**src/hdl/lagrr_pkg.sv**
```systemverilog
// ----------------------------------------------------------------------------
// lagrr_pkg: shared types and constants of the lag and reservoir router
// Field widths, register indexes and the control word of one delay cell.
// ----------------------------------------------------------------------------
package lagrr_pkg;

   localparam int SAMPLE_W    = 32;   // Q16.16 flow samples
   localparam int GAIN_W      = 17;   // Q0.16 / Q1.16 coefficients
   localparam int LAG_STEPS_W = 9;    // lag register width
   localparam int CSR_INDEX_W = 2;
   localparam int CSR_DATA_W  = 17;   // widest register

   localparam logic [CSR_INDEX_W-1:0] CSR_LAG_STEPS     = 2'd0;
   localparam logic [CSR_INDEX_W-1:0] CSR_INFLOW_GAIN   = 2'd1;
   localparam logic [CSR_INDEX_W-1:0] CSR_FEEDBACK_GAIN = 2'd2;

   // Control of one delay cell in the current cycle.
   typedef struct packed {
      logic advance;      // load a new value this cycle
      logic take_insert;  // cell is the tail: load the insert value, not the neighbor
   } lagrr_cell_ctl_type;

endpackage

```
**src/hdl/lagrr_reservoir.sv**
```systemverilog
// ----------------------------------------------------------------------------
// lagrr_reservoir: linear reservoir pipeline
// Sum, inflow product, then feedback product with rounding and saturation.
// ----------------------------------------------------------------------------
module lagrr_reservoir
   import lagrr_pkg::*;
(
   input  logic                       clock,
   input  logic                       reset,
   input  logic                       in_valid,
   output logic                       in_ready,
   input  logic signed [SAMPLE_W-1:0] in_delayed,
   input  logic        [GAIN_W-1:0]   inflow_gain,
   input  logic signed [GAIN_W-1:0]   feedback_gain,
   output logic                       out_valid,
   input  logic                       out_ready,
   output logic signed [SAMPLE_W-1:0] out_outflow
);

   localparam int SUM_W  = SAMPLE_W + 1;
   localparam int PROD_W = SUM_W + GAIN_W + 1;
   localparam int FB_W   = SAMPLE_W + GAIN_W;
   localparam int ACC_W  = PROD_W + 1;
   localparam int RND_W  = ACC_W - 16;

   logic                       a_valid_ff, a_valid_in;
   logic signed [SUM_W-1:0]    a_sum_ff;
   logic signed [SAMPLE_W-1:0] a_delayed_ff;
   logic signed [SAMPLE_W-1:0] prev_delayed_ff;
   logic                       b_valid_ff;
   logic signed [PROD_W-1:0]   b_prod_ff;
   logic signed [SAMPLE_W-1:0] b_delayed_ff;
   logic                       out_valid_ff;
   logic signed [SAMPLE_W-1:0] out_value_ff;
   logic signed [SAMPLE_W-1:0] prev_outflow_ff;

   logic                       out_move, b_move, a_move, in_fire;
   logic signed [FB_W-1:0]     fb_prod;
   logic signed [ACC_W-1:0]    acc;
   logic signed [RND_W-1:0]    rounded;
   logic signed [SAMPLE_W-1:0] saturated;
   logic signed [SAMPLE_W-1:0] result;

   // a stage moves whenever the stage after it is empty or moving
   assign out_move = !out_valid_ff || out_ready;
   assign b_move   = !b_valid_ff || out_move;
   assign a_move   = !a_valid_ff || b_move;
   assign in_ready = a_move;
   assign in_fire  = in_valid && a_move;
   assign a_valid_in = in_fire;

   assign fb_prod   = feedback_gain * prev_outflow_ff;
   assign acc       = ACC_W'(b_prod_ff) + ACC_W'(fb_prod) + ACC_W'(32768);
   assign rounded   = acc[ACC_W-1:16];

   always_comb begin
      if ((rounded[RND_W-1:SAMPLE_W-1] == '0) || (rounded[RND_W-1:SAMPLE_W-1] == '1)) begin
         saturated = rounded[SAMPLE_W-1:0];
      end else if (rounded[RND_W-1]) begin
         saturated = {1'b1, {(SAMPLE_W-1){1'b0}}};
      end else begin
         saturated = {1'b0, {(SAMPLE_W-1){1'b1}}};
      end
      result = (inflow_gain == '0) ? b_delayed_ff : saturated;
   end

   always_ff @(posedge clock) begin
      if (reset) begin
         a_valid_ff      <= 1'b0;
         b_valid_ff      <= 1'b0;
         out_valid_ff    <= 1'b0;
         prev_delayed_ff <= '0;
         prev_outflow_ff <= '0;
      end else begin
         if (a_move) begin
            a_valid_ff <= a_valid_in;
         end
         if (in_fire) begin
            prev_delayed_ff <= in_delayed;
         end
         if (b_move) begin
            b_valid_ff <= a_valid_ff;
         end
         if (out_move) begin
            out_valid_ff <= b_valid_ff;
         end
         if (out_move && b_valid_ff) begin
            prev_outflow_ff <= result;
         end
      end
   end

   always_ff @(posedge clock) begin
      if (in_fire) begin
         a_sum_ff     <= SUM_W'(in_delayed) + SUM_W'(prev_delayed_ff);
         a_delayed_ff <= in_delayed;
      end
      if (b_move) begin
         b_prod_ff    <= a_sum_ff * $signed({1'b0, inflow_gain});
         b_delayed_ff <= a_delayed_ff;
      end
      if (out_move && b_valid_ff) begin
         out_value_ff <= result;
      end
   end

   assign out_valid   = out_valid_ff;
   assign out_outflow = out_value_ff;

endmodule

```
**config.mk**
```make
export PLATFORM = sky130hd
export DESIGN_NAME = lagrr_reservoir
export DESIGN_NICKNAME = d
export VERILOG_FILES = /design/src/hdl/lagrr_pkg.sv /design/src/hdl/lagrr_reservoir.sv
export SDC_FILE = /design/constraint.sdc
export NUM_CORES = 2
export LEC_CHECK = 0
export BUFFER_PORTS_ARGS = -buffer_cell sky130_fd_sc_hd__buf_4
export CORE_AREA = 10 10 376 269
export DETAILED_ROUTE_END_ITERATION = 8
export DIE_AREA = 0 0 386 279
export PLACE_DENSITY = 0.79
export SYNTH_ARGS = -nofsm -noshare
export SYNTH_HDL_FRONTEND = slang
export SYNTH_SLANG_ARGS = --single-unit
```
**constraint.sdc**
```tcl
create_clock -name clock -period 10 [get_ports clock]
set_input_delay 2 -clock clock [delete_from_list [all_inputs] [get_ports clock]]
set_output_delay 2 -clock clock [all_outputs]
set_load 0.03 [all_outputs]
```
==> flow_summary_export.csv <==
group,metric,value,unit
clock_network,clk_pin_slew,0.08,ns
sta,rsz0062_at_grt,"no",
synth,syn_area_per_cell,9.58,sq um
sta,slew_viol_final,0,
outcome,status,"completed",
synth,yosysTopAreaCellShare,46.1,%
hold_path,hp-class,"reg2reg",
clock_network,clockRootBuffer,"clkbuf_16",
sta,fin_crit_sh,94.7,%
run,cap_violations,0,
finish,drive_gt1_share,4.38,%
clock_network,htree_levels,1,
setup_path,arrival,9.89,ns
setup_path,critPathLaunch,"feedback_gain[0]",
global_route,overflow,0,
placed_design,gp_congestion,0.919,
synth,synth_warnings,0,
global_route,antenna_found_initial,8,
global_route,first_global_vias,37900,
sta,fin_tns_setup,0,ns
setup_path,worstSetupPathType,"in2reg",
clock_network,tritoncts,"done",
synth,synth_cells,5154,
die,core,93500,sq um
synth,ys_seq_area_share,13.7,%
detailed_routing,firstDrtPassIters,7,
synth,syn-num-nets,6644,
die,die_h,279,um
detailed_routing,wl,121000,um
detailed_routing,drc,0,
detailed_routing,drt_iter0_markers,2968,
finish,nets,6589,
setup_path,path_delay_family,"adder cells",
setup_path,slowest_stage,"fa_1",
synth,ys.flop_type,"edfxtp_1",
sta,tightest_slew,1.18,ns
global_route,grt_util_all_layers,23.3,%
synth,yosys.cell_count.top_type,"inv_1",
clock_network,cts-buffers-inserted,18,
synth,synth-edff-count,180,
synth,yosys-top-cells-count,"inv_1 (1255), fa_1 (1137), nand2_1 (785)",
synth,ys_ff_latch,247,
die,start_util,52.8,%
setup_path,path_buf_inv,9,
clock_network,cts_max_path_buffers,3,
setup_path,worstSetupEndpointType,"register",
sta,setup_viol,0,
die,die_w,386,um
sta,maxSlewHeadroom,21.4,%
synth,syn_area,49400,sq um
sta,min_period,9.47,ns
sta,finalHoldViolations,0,
synth,synth.area.top_cells,"fa_1 (46%), edfxtp_1 (11%), inv_1 (9.5%)",
setup_path,reg2reg_from,"prev_outflow_ff[31]$_SDFFE_PP0P_",
sta,max_freq,106,MHz
die,die-area,108000,sq um
die,rows,94,
detailed_routing,vias,34700,
global_route,grt_pass1_wl,201000,um
clock_network,clock_latency,0.52,ns
setup_path,critPathMaxFanout,32,
synth,synth_cell_types,71,
finish,fin_util,55.4,%
detailed_routing,drtAntennaViolNets,0,
clock_network,clkSinkCount,247,
detailed_routing,routed_via_density,5.46,
die,ios,104,
global_route,grt_max_degree,98,
placed_design,port_buffers,103,
synth,synth_top_cell_by_area,"fa_1",
setup_path,worst_setup_path_start_kind,"input port",
placed_design,dp_hpwl,99200,um
sta,fin_skew,0.0211,ns
finish,syn_to_final_growth,4.92,%
hold_path,min_from,"a_delayed_ff[21]$_DFFE_PP_",
detailed_routing,wl_per_cell,19.0,um
setup_path,cp.required,10.41,ns
synth,ys_async_sr_fraction,0,%
setup_path,critPathMaxStageDelay,0.53,ns
area by class of cell:
type / count / area, sq um
fill: 8011 / 41700
multi-input combinational: 3437 / 37100
sequential: 247 / 6750
inverter: 1256 / 4720
tap: 1248 / 1560
timing repair buffer: 139 / 1070
clock buffer: 22 / 497
clock inverter: 10 / 136
antenna: 4 / 10.0
state kept, by name, indices dropped and copies added (netlist names):
register,cells
b_delayed_ff,32
prev_delayed_ff,32
b_valid_ff,1
b_prod_ff,51
a_valid_ff,1
a_delayed_ff,32
prev_outflow_ff,32
a_sum_ff,33
out_valid,1
out_outflow,32
timing repair:
item	in CTS	in global routing
setup buffers	0	1
hold buffers	0	0
resized for setup	0	1
endpoints found under the setup margin	0	57
cells in the final DEF, fill, tap and decap left out, types with 4 or more instances in the layout:
cell / instances
nand3b_1: 5
nor2b_1: 18
fa_1: 1137
a21boi_1: 5
nand3_1: 22
and3_1: 8
o211ai_1: 10
xor2_1: 25
o21a_1: 18
a32o_1: 16
o21ai_2: 15
xnor2_1: 88
and2_1: 450
o21bai_1: 9
a21boi_0: 4
a211o_1: 10
nand2b_1: 17
o21ai_0: 48
o31ai_1: 10
ha_1: 283
inv_1: 1253
edfxtp_1: 180
dfxtp_1: 67
or2_2: 21
a21o_1: 45
buf_4: 137
a21oi_1: 160
nand4_1: 14
diode_2: 4
a211oi_1: 16
nor2_1: 120
nand2_1: 784
nor3_1: 23
clkbuf_16: 19
or3_1: 5
routing by layer:
metal  routed length, um  GRT usage [%]  up-vias
met2               56100           37.2     1499
met1               48600           32.6    17900
li1                    -              -    15100
met5                  43              0        -
met3               12600           4.56      225
met4                3700           6.01        8
logic make-up (layout without fill, tap and decap cells):
family,count (synthesis),in the layout,synth area share [%]
adder cells (fa/ha/maj),1420,1420,53.3
XOR/XNOR,113,113,2.00
other,0,4,0
buffers and inverters,1470,1427,11.3
flip-flops,247,247,13.7
AND/OR/NAND/NOR,1499,1499,14.4
AO/OA/AOI/OAI,405,405,5.42
stage by stage:
step / hold WS, ns / std cells / cell area (sq um) / worst slack, ns
finish: 0.408 / 6363 / 51800 / 0.526
global route: 0.437 / 6359 / 51800 / 0.226
CTS: 0.416 / 6358 / 51800 / 0.287
detailed placement: 0.406 / 6326 / 51100 / -0.239
global placement: 0.402 / 6326 / 51100 / 0.0759
floorplan: 0.400 / 5154 / 49400 / 0.895
path summary, 6_finish.rpt:
kind                                      endpoint  slack (ns)  cells after the start
hold reg to reg         b_delayed_ff[21]$_DFFE_PP_        0.41                      0
setup reg to reg  prev_outflow_ff[17]$_SDFFE_PP0P_        1.38                     27
hold / removal          b_delayed_ff[21]$_DFFE_PP_        0.41                      0
setup / recovery  prev_outflow_ff[17]$_SDFFE_PP0P_        0.53                     28
Power is left out: the tool's default activity adds up to more than one toggle a clock period on the data nets, which glitch-free logic cannot reach.
