--- src/hdl/lagrr_pkg.sv ---
// ----------------------------------------------------------------------------
// lagrr_pkg: shared types and constants of the lag and reservoir router
// Field widths, register indexes and the control word of one delay cell.
// ----------------------------------------------------------------------------
package lagrr_pkg;

   localparam int SAMPLE_W    = 32;   // Q16.16 flow samples
   localparam int GAIN_W      = 17;   // Q0.16 / Q1.16 coefficients
   localparam int LAG_STEPS_W = 9;    // lag register width
   localparam int CSR_INDEX_W = 2;
   localparam int CSR_DATA_W  = 17;   // widest register

   localparam logic [CSR_INDEX_W-1:0] CSR_LAG_STEPS     = 2'd0;
   localparam logic [CSR_INDEX_W-1:0] CSR_INFLOW_GAIN   = 2'd1;
   localparam logic [CSR_INDEX_W-1:0] CSR_FEEDBACK_GAIN = 2'd2;

   // Control of one delay cell in the current cycle.
   typedef struct packed {
      logic advance;      // load a new value this cycle
      logic take_insert;  // cell is the tail: load the insert value, not the neighbor
   } lagrr_cell_ctl_type;

endpackage

--- src/hdl/lagrr_cell.sv ---
// ----------------------------------------------------------------------------
// lagrr_cell: one entry of the delay chain
// Holds one sample and loads either its right neighbor or the insert value.
// ----------------------------------------------------------------------------
module lagrr_cell
   import lagrr_pkg::*;
(
   input  logic                      clock,
   input  logic                      reset,
   input  lagrr_cell_ctl_type        ctl,
   input  logic signed [SAMPLE_W-1:0] insert_data,
   input  logic signed [SAMPLE_W-1:0] neighbor_data,
   output logic signed [SAMPLE_W-1:0] data
);

   logic signed [SAMPLE_W-1:0] data_ff;
   logic signed [SAMPLE_W-1:0] data_in;

   always_comb begin
      data_in = data_ff;
      if (ctl.advance) begin
         data_in = ctl.take_insert ? insert_data : neighbor_data;
      end
   end

   always_ff @(posedge clock) begin
      if (reset) begin
         data_ff <= '0;
      end else begin
         data_ff <= data_in;
      end
   end

   assign data = data_ff;

endmodule

--- config.mk ---
export PLATFORM = sky130hd
export DESIGN_NAME = lagrr_cell
export DESIGN_NICKNAME = d
export VERILOG_FILES = /design/src/hdl/lagrr_pkg.sv /design/src/hdl/lagrr_cell.sv
export SDC_FILE = /design/constraint.sdc
export NUM_CORES = 1
export LEC_CHECK = 0
export BUFFER_PORTS_ARGS = -buffer_cell sky130_fd_sc_hd__buf_2
export CAP_MARGIN = 20
export CORE_MARGIN = 3
export CORE_UTILIZATION = 44
export CTS_CLUSTER_SIZE = 16
export DETAILED_ROUTE_END_ITERATION = 6
export PLACE_DENSITY = 0.91
export SKIP_CTS_REPAIR_TIMING = 1
export SLEW_MARGIN = 5
export SYNTH_ARGS = -nofsm -noshare
export SYNTH_HDL_FRONTEND = slang
export SYNTH_SLANG_ARGS = --single-unit
--- constraint.sdc ---
create_clock -name clock -period 1.7 [get_ports clock]
set_clock_uncertainty 0.1 [all_clocks]
set_input_delay 0.34 -clock clock [delete_from_list [all_inputs] [get_ports clock]]
set_output_delay 0.34 -clock clock [all_outputs]
set_load 0.02 [all_outputs]
==> impl_metrics.ini, run 1 <==
[critical_path]
crit_type = register to output port
endpoint_kind = output port
slowest_delay_ps = 350
worstPathArrival_ps = 850
cp.required_ps = 1260
crit_slowest_cell = dfxtp_1
timing.critical_path.buf_inv = 1
worstPathCellList = buf_2
startpoint_type = register
path_delay_family = flip-flops
crit_path_max_fanout = 2

[global_routing]
grt_max_degree = 65
grt_remaining_overflow = 0
antenna_found_initial = 0
grt_pass1_vias = 1328
grt_pass1_wl_um = 5890
grt_use_total_pct = 18.6

[synth]
yosys_warnings = 0
synth_common_cells = a211oi_1, dfxtp_1, mux2i_1, nor2_1, clkbuf_1
synth_fp_nets = 210
synthFlopType = dfxtp_1
syn_avg_cell_area_sq_um = 10.1
synth_seq_cells = 32
syn_area_sq_um = 1440
synth_cell_types = 9
synthArstFlopShare_pct = 0
seq_area_frac_synth_pct = 44.6
yosys.area.top_type = dfxtp_1
synth_area_leaders = dfxtp_1, mux2i_1, a211oi_1, nor2_1, buf_12
netlist.area_leader.share_pct = 44.6
synth_edf_count = 0
syn-instance-count = 142

[clock_network]
clockBufferDepth = 2
path_clk_slew_ps = 100
numCtsBuffers = 5
worstSkewPairLatency_ps = 330
htreeDepth = 2
cts_sinks = 32
root_buffer = clkbuf_4
cts_tree = built

[power]
switching_share_pct = 28.5
power_leakage_uw = 0.00102
power.total_uw = 1650
combPwrFrac_pct = 22.5
pwr-share-seq_pct = 50.5
internal_power_uw = 1180
p_switching_uw = 470
p_clk_share_pct = 27.0
ir_drop_uv = 475
power_density_nw_per_um2 = 836

[finish]
largest_reg_flops = 32
fill_cells = 271
final_cell_area_sq_um = 1970
area_growth_pct = 37.1
drive_above_1_share_pct = 45.1
finalNetCount = 304
n_antenna_cell = 0

[route]
drc_errors = 0
met3WireLength_um = 433
routed_via_density = 4.96
ant_nets = 0
wl_met2_um = 1530
dr.max_layer_used = met4
drtIter0Drc = 60
wl_per_cell_um = 12.2
drtPass1Iterations = 4
wl_met1_um = 1430
routed_wl_um = 3440
vias = 1395

[timing]
max_freq_ghz = 0.776
setup-violations-final = 0
finalWorstSetupSlack_ps = 412
maxSlewHeadroom_pct = 60.5
min_period_ps = 1290
hold_viol = 0
rsz0062_at_grt = no
fin_crit_sh_pct = 75.8
tightestPinTransition_ps = 593
drv_slew = 0
timing.setup.tns_ps = 0

[placement]
detailed_place.area_sq_um = 1910
dpl.hpwl_um = 2470
port_buffers = 99
pre_cts_ws_ps = 419
gp_congestion = 0.699

[job]
maxCapViolCount = 0

[floorplanning]
initial_utilization_pct = 46.7
io-pin-count = 100
coreArea_sq_um = 3080
fp.dieW_um = 63.2
die-area_sq_um = 3990
row_count = 20
die-height_um = 63.2

[outcome]
status = finished clean

[worst_hold_path]
hp-class = input pin to register
-- final cells by class --
class	instances	area, sq um	share of cell area (%)
multi-input cells	96	681	34.5
flip-flops and latches	32	641	32.5
repair buffers	101	536	27.2
clock buffers	8	58.8	2.98
well taps	44	55.1	2.79
-- worst paths after layout --
kind / cells past startpoint / startpoint / slack [ps] / to
max: 1 / data[20]$_SDFFE_PP0P_ / 410 / data[20]
min: 3 / neighbor_data[16] / 230 / data[16]$_SDFFE_PP0P_
max reg2reg: 2 / data[7]$_SDFFE_PP0P_ / 880 / data[7]$_SDFFE_PP0P_
min reg2reg: 2 / data[8]$_SDFFE_PP0P_ / 380 / data[8]$_SDFFE_PP0P_
-- layer usage --
metal / vias to the layer above / track usage (%)
met5: - / 0
met4: 0 / 7.44
met1: 604 / 21.3
met2: 80 / 29.9
met3: 5 / 8.56
li1: 706 / -
-- worst reg2reg max path, delay by kind of cell, from the launching register on --
| family | cells | cell delay [ps] |
|---|---|---|
| AND/OR/NAND/NOR | 1 | 50 |
| flip-flops | 1 | 350 |
| AO/OA/AOI/OAI | 1 | 240 |
-- power groups by stage --
stage	combinational, uW	clock [uW]	sequential, uW
floorplan	163	0	919
global placement	366	0	847
detailed placement	374	0	848
CTS	375	468	832
global route	407	514	841
finish	371	445	832
-- logic make-up after synthesis --
logic type,after synthesis,synth area share [%]
AO/OA/AOI/OAI,32,16.7
multiplexers,32,22.3
flip-flops,32,44.6
AND/OR/NAND/NOR,32,8.36
buffers and inverters,14,8.09
-- layout by cell type (no fill, tap or decap) --
cell,Yosys,final
buf_2,3,99
mux2i_1,32,32
nor2_1,32,32
a211oi_1,32,32
dfxtp_1,32,32
clkbuf_4,0,5
clkbuf_1,6,2
buf_12,3,2
clkbuf_8,0,1
-- through the flow --
step                utilization, %  hold slack (ps)  instances
floorplan                        -              313        142
global placement              62.1              369        273
detailed placement            62.1              374        273
CTS                           64.0              219        281
global route                  64.0              221        281
finish                        64.0              232        281
Note: power is estimated with default switching activity, not from simulation.
==> run 2: changes to the inputs <==
CORE_UTILIZATION = 41   (was 44)
PLACE_DENSITY = 0.86   (was 0.91)
clock period = 1.2 ns   (was 1.7 ns; I/O delays follow)
==> impl_metrics.ini, run 2 (same netlist as run 1, synthesis figures left out) <==
[outcome]
status = finished clean

[critical_path]
cp.required_ps = 860
timing.rr.start = data[29]$_SDFFE_PP0P_
path_delay_family = flip-flops
crit_slowest_cell = dfxtp_1
worstPathCellList = buf_2
slowest_delay_ps = 340
crit_path_max_fanout = 2
cp-startpoint = data[23]$_SDFFE_PP0P_
worstPathArrival_ps = 810
startpoint_type = register
timing.critical_path.buf_inv = 1
endpoint_kind = output port
crit_type = register to output port

[floorplanning]
initial_utilization_pct = 44.9
row_count = 20
die-height_um = 65.2
fp.dieW_um = 65.2
die-area_sq_um = 4250
coreArea_sq_um = 3200
io-pin-count = 100

[finish]
area_growth_pct = 45.6
final_cell_mix = buf_2, mux2i_1, nor2_1, a211oi_1, buf_4
finalNetCount = 306
fill_cells = 293
mostFrequentLayoutCell = buf_2
largest_reg_flops = 32
n_antenna_cell = 0
drive_above_1_share_pct = 50.6

[clock_network]
root_buffer = clkbuf_4
htreeDepth = 2
path_clk_slew_ps = 100
cts_tree = built
clockBufferDepth = 2
numCtsBuffers = 5
worstSkewPairLatency_ps = 310
cts_sinks = 32

[worst_hold_path]
hp-start = neighbor_data[13]
hp-class = input pin to register

[power]
switching_share_pct = 27.7
p_switching_uw = 660
combPwrFrac_pct = 24.3
power.total_uw = 2380
p_clk_share_pct = 25.7
pwr-share-seq_pct = 49.9
power_leakage_uw = 0.00105
internal_power_uw = 1720
power_density_nw_per_um2 = 1140
ir_drop_uv = 681

[timing]
timing.setup.tns_ps = 0
rsz0062_at_grt = no
max_freq_ghz = 0.866
min_period_ps = 1150
tightestPinTransition_ps = 584
hold_viol = 0
maxSlewHeadroom_pct = 61.1
fin_crit_sh_pct = 96.2
drv_slew = 0
setup-violations-final = 0

[route]
drtPass1Iterations = 3
routed_wl_um = 3660
vias = 1362
wl_per_cell_um = 12.9
drc_errors = 0
ant_nets = 0
routed_via_density = 4.81
drtIter0Drc = 35

[job]
maxCapViolCount = 0

[global_routing]
grt_remaining_overflow = 0
grt_pass1_vias = 1343
grt_use_total_pct = 17.3
grt_max_degree = 35
grt_pass1_wl_um = 5710
antenna_found_initial = 0

[placement]
port_buffers = 99
gp_congestion = 0.695
dpl.hpwl_um = 2800
run 2: cell count changes in the layout (fill, tap and decap cells not counted):
cell / before / now
dfxtp_2: 0 / 12
buf_4: 0 / 27
buf_2: 99 / 72
buf_12: 2 / 4
dfxtp_1: 32 / 20
run 2: layer usage:
metal	wire length, um	up-vias	global-route usage [%]
li1	-	709	-
met1	1400	585	18.4
met2	1810	64	30.8
met3	412	4	7.01
met4	29	0	5.44
met5	0	-	0
run 2: worst reg2reg max path, stage by stage, from the launching register on:
cell and delay [ps]:
dfxtp_2 350, nor2_1 40, a211oi_1 240
run 2: final cells by class:
cell class,instances,area [sq um],area share (%)
Timing Repair Buffer,103,643,30.7
Multi-Input combinational cell,96,681,32.5
Clock buffer,8,58.8,2.81
Tap cell,44,55.1,2.63
Sequential cell,32,656,31.3
run 2: metrics by stage:
stage               area (sq um)  std cells  hold WS (ps)  utilization [%]  worst slack (ps)
floorplan                   1440        142           213                -               211
global placement            1950        275           371             60.9              93.4
detailed placement          1950        275           375             60.9              63.8
CTS                         2010        283           144             62.8              6.65
global route                2090        283           147             65.4              1.35
finish                      2090        283           150             65.4              45.0
run 2: power groups by stage:
stage               registers [uW]  logic [uW]  clock network (uW)
global route                  1200         634                 712
floorplan                     1300         231                   0
finish                        1190         580                 614
global placement              1200         538                   0
detailed placement            1200         549                   0
CTS                           1180         550                 643
run 2: path summary, 6_finish.rpt:
path         slack (ps)  cells after the start                     to
max                  50                      1               data[23]
max reg2reg         380                      2  data[29]$_SDFFE_PP0P_
min                 150                      3  data[13]$_SDFFE_PP0P_
min reg2reg         390                      2   data[0]$_SDFFE_PP0P_
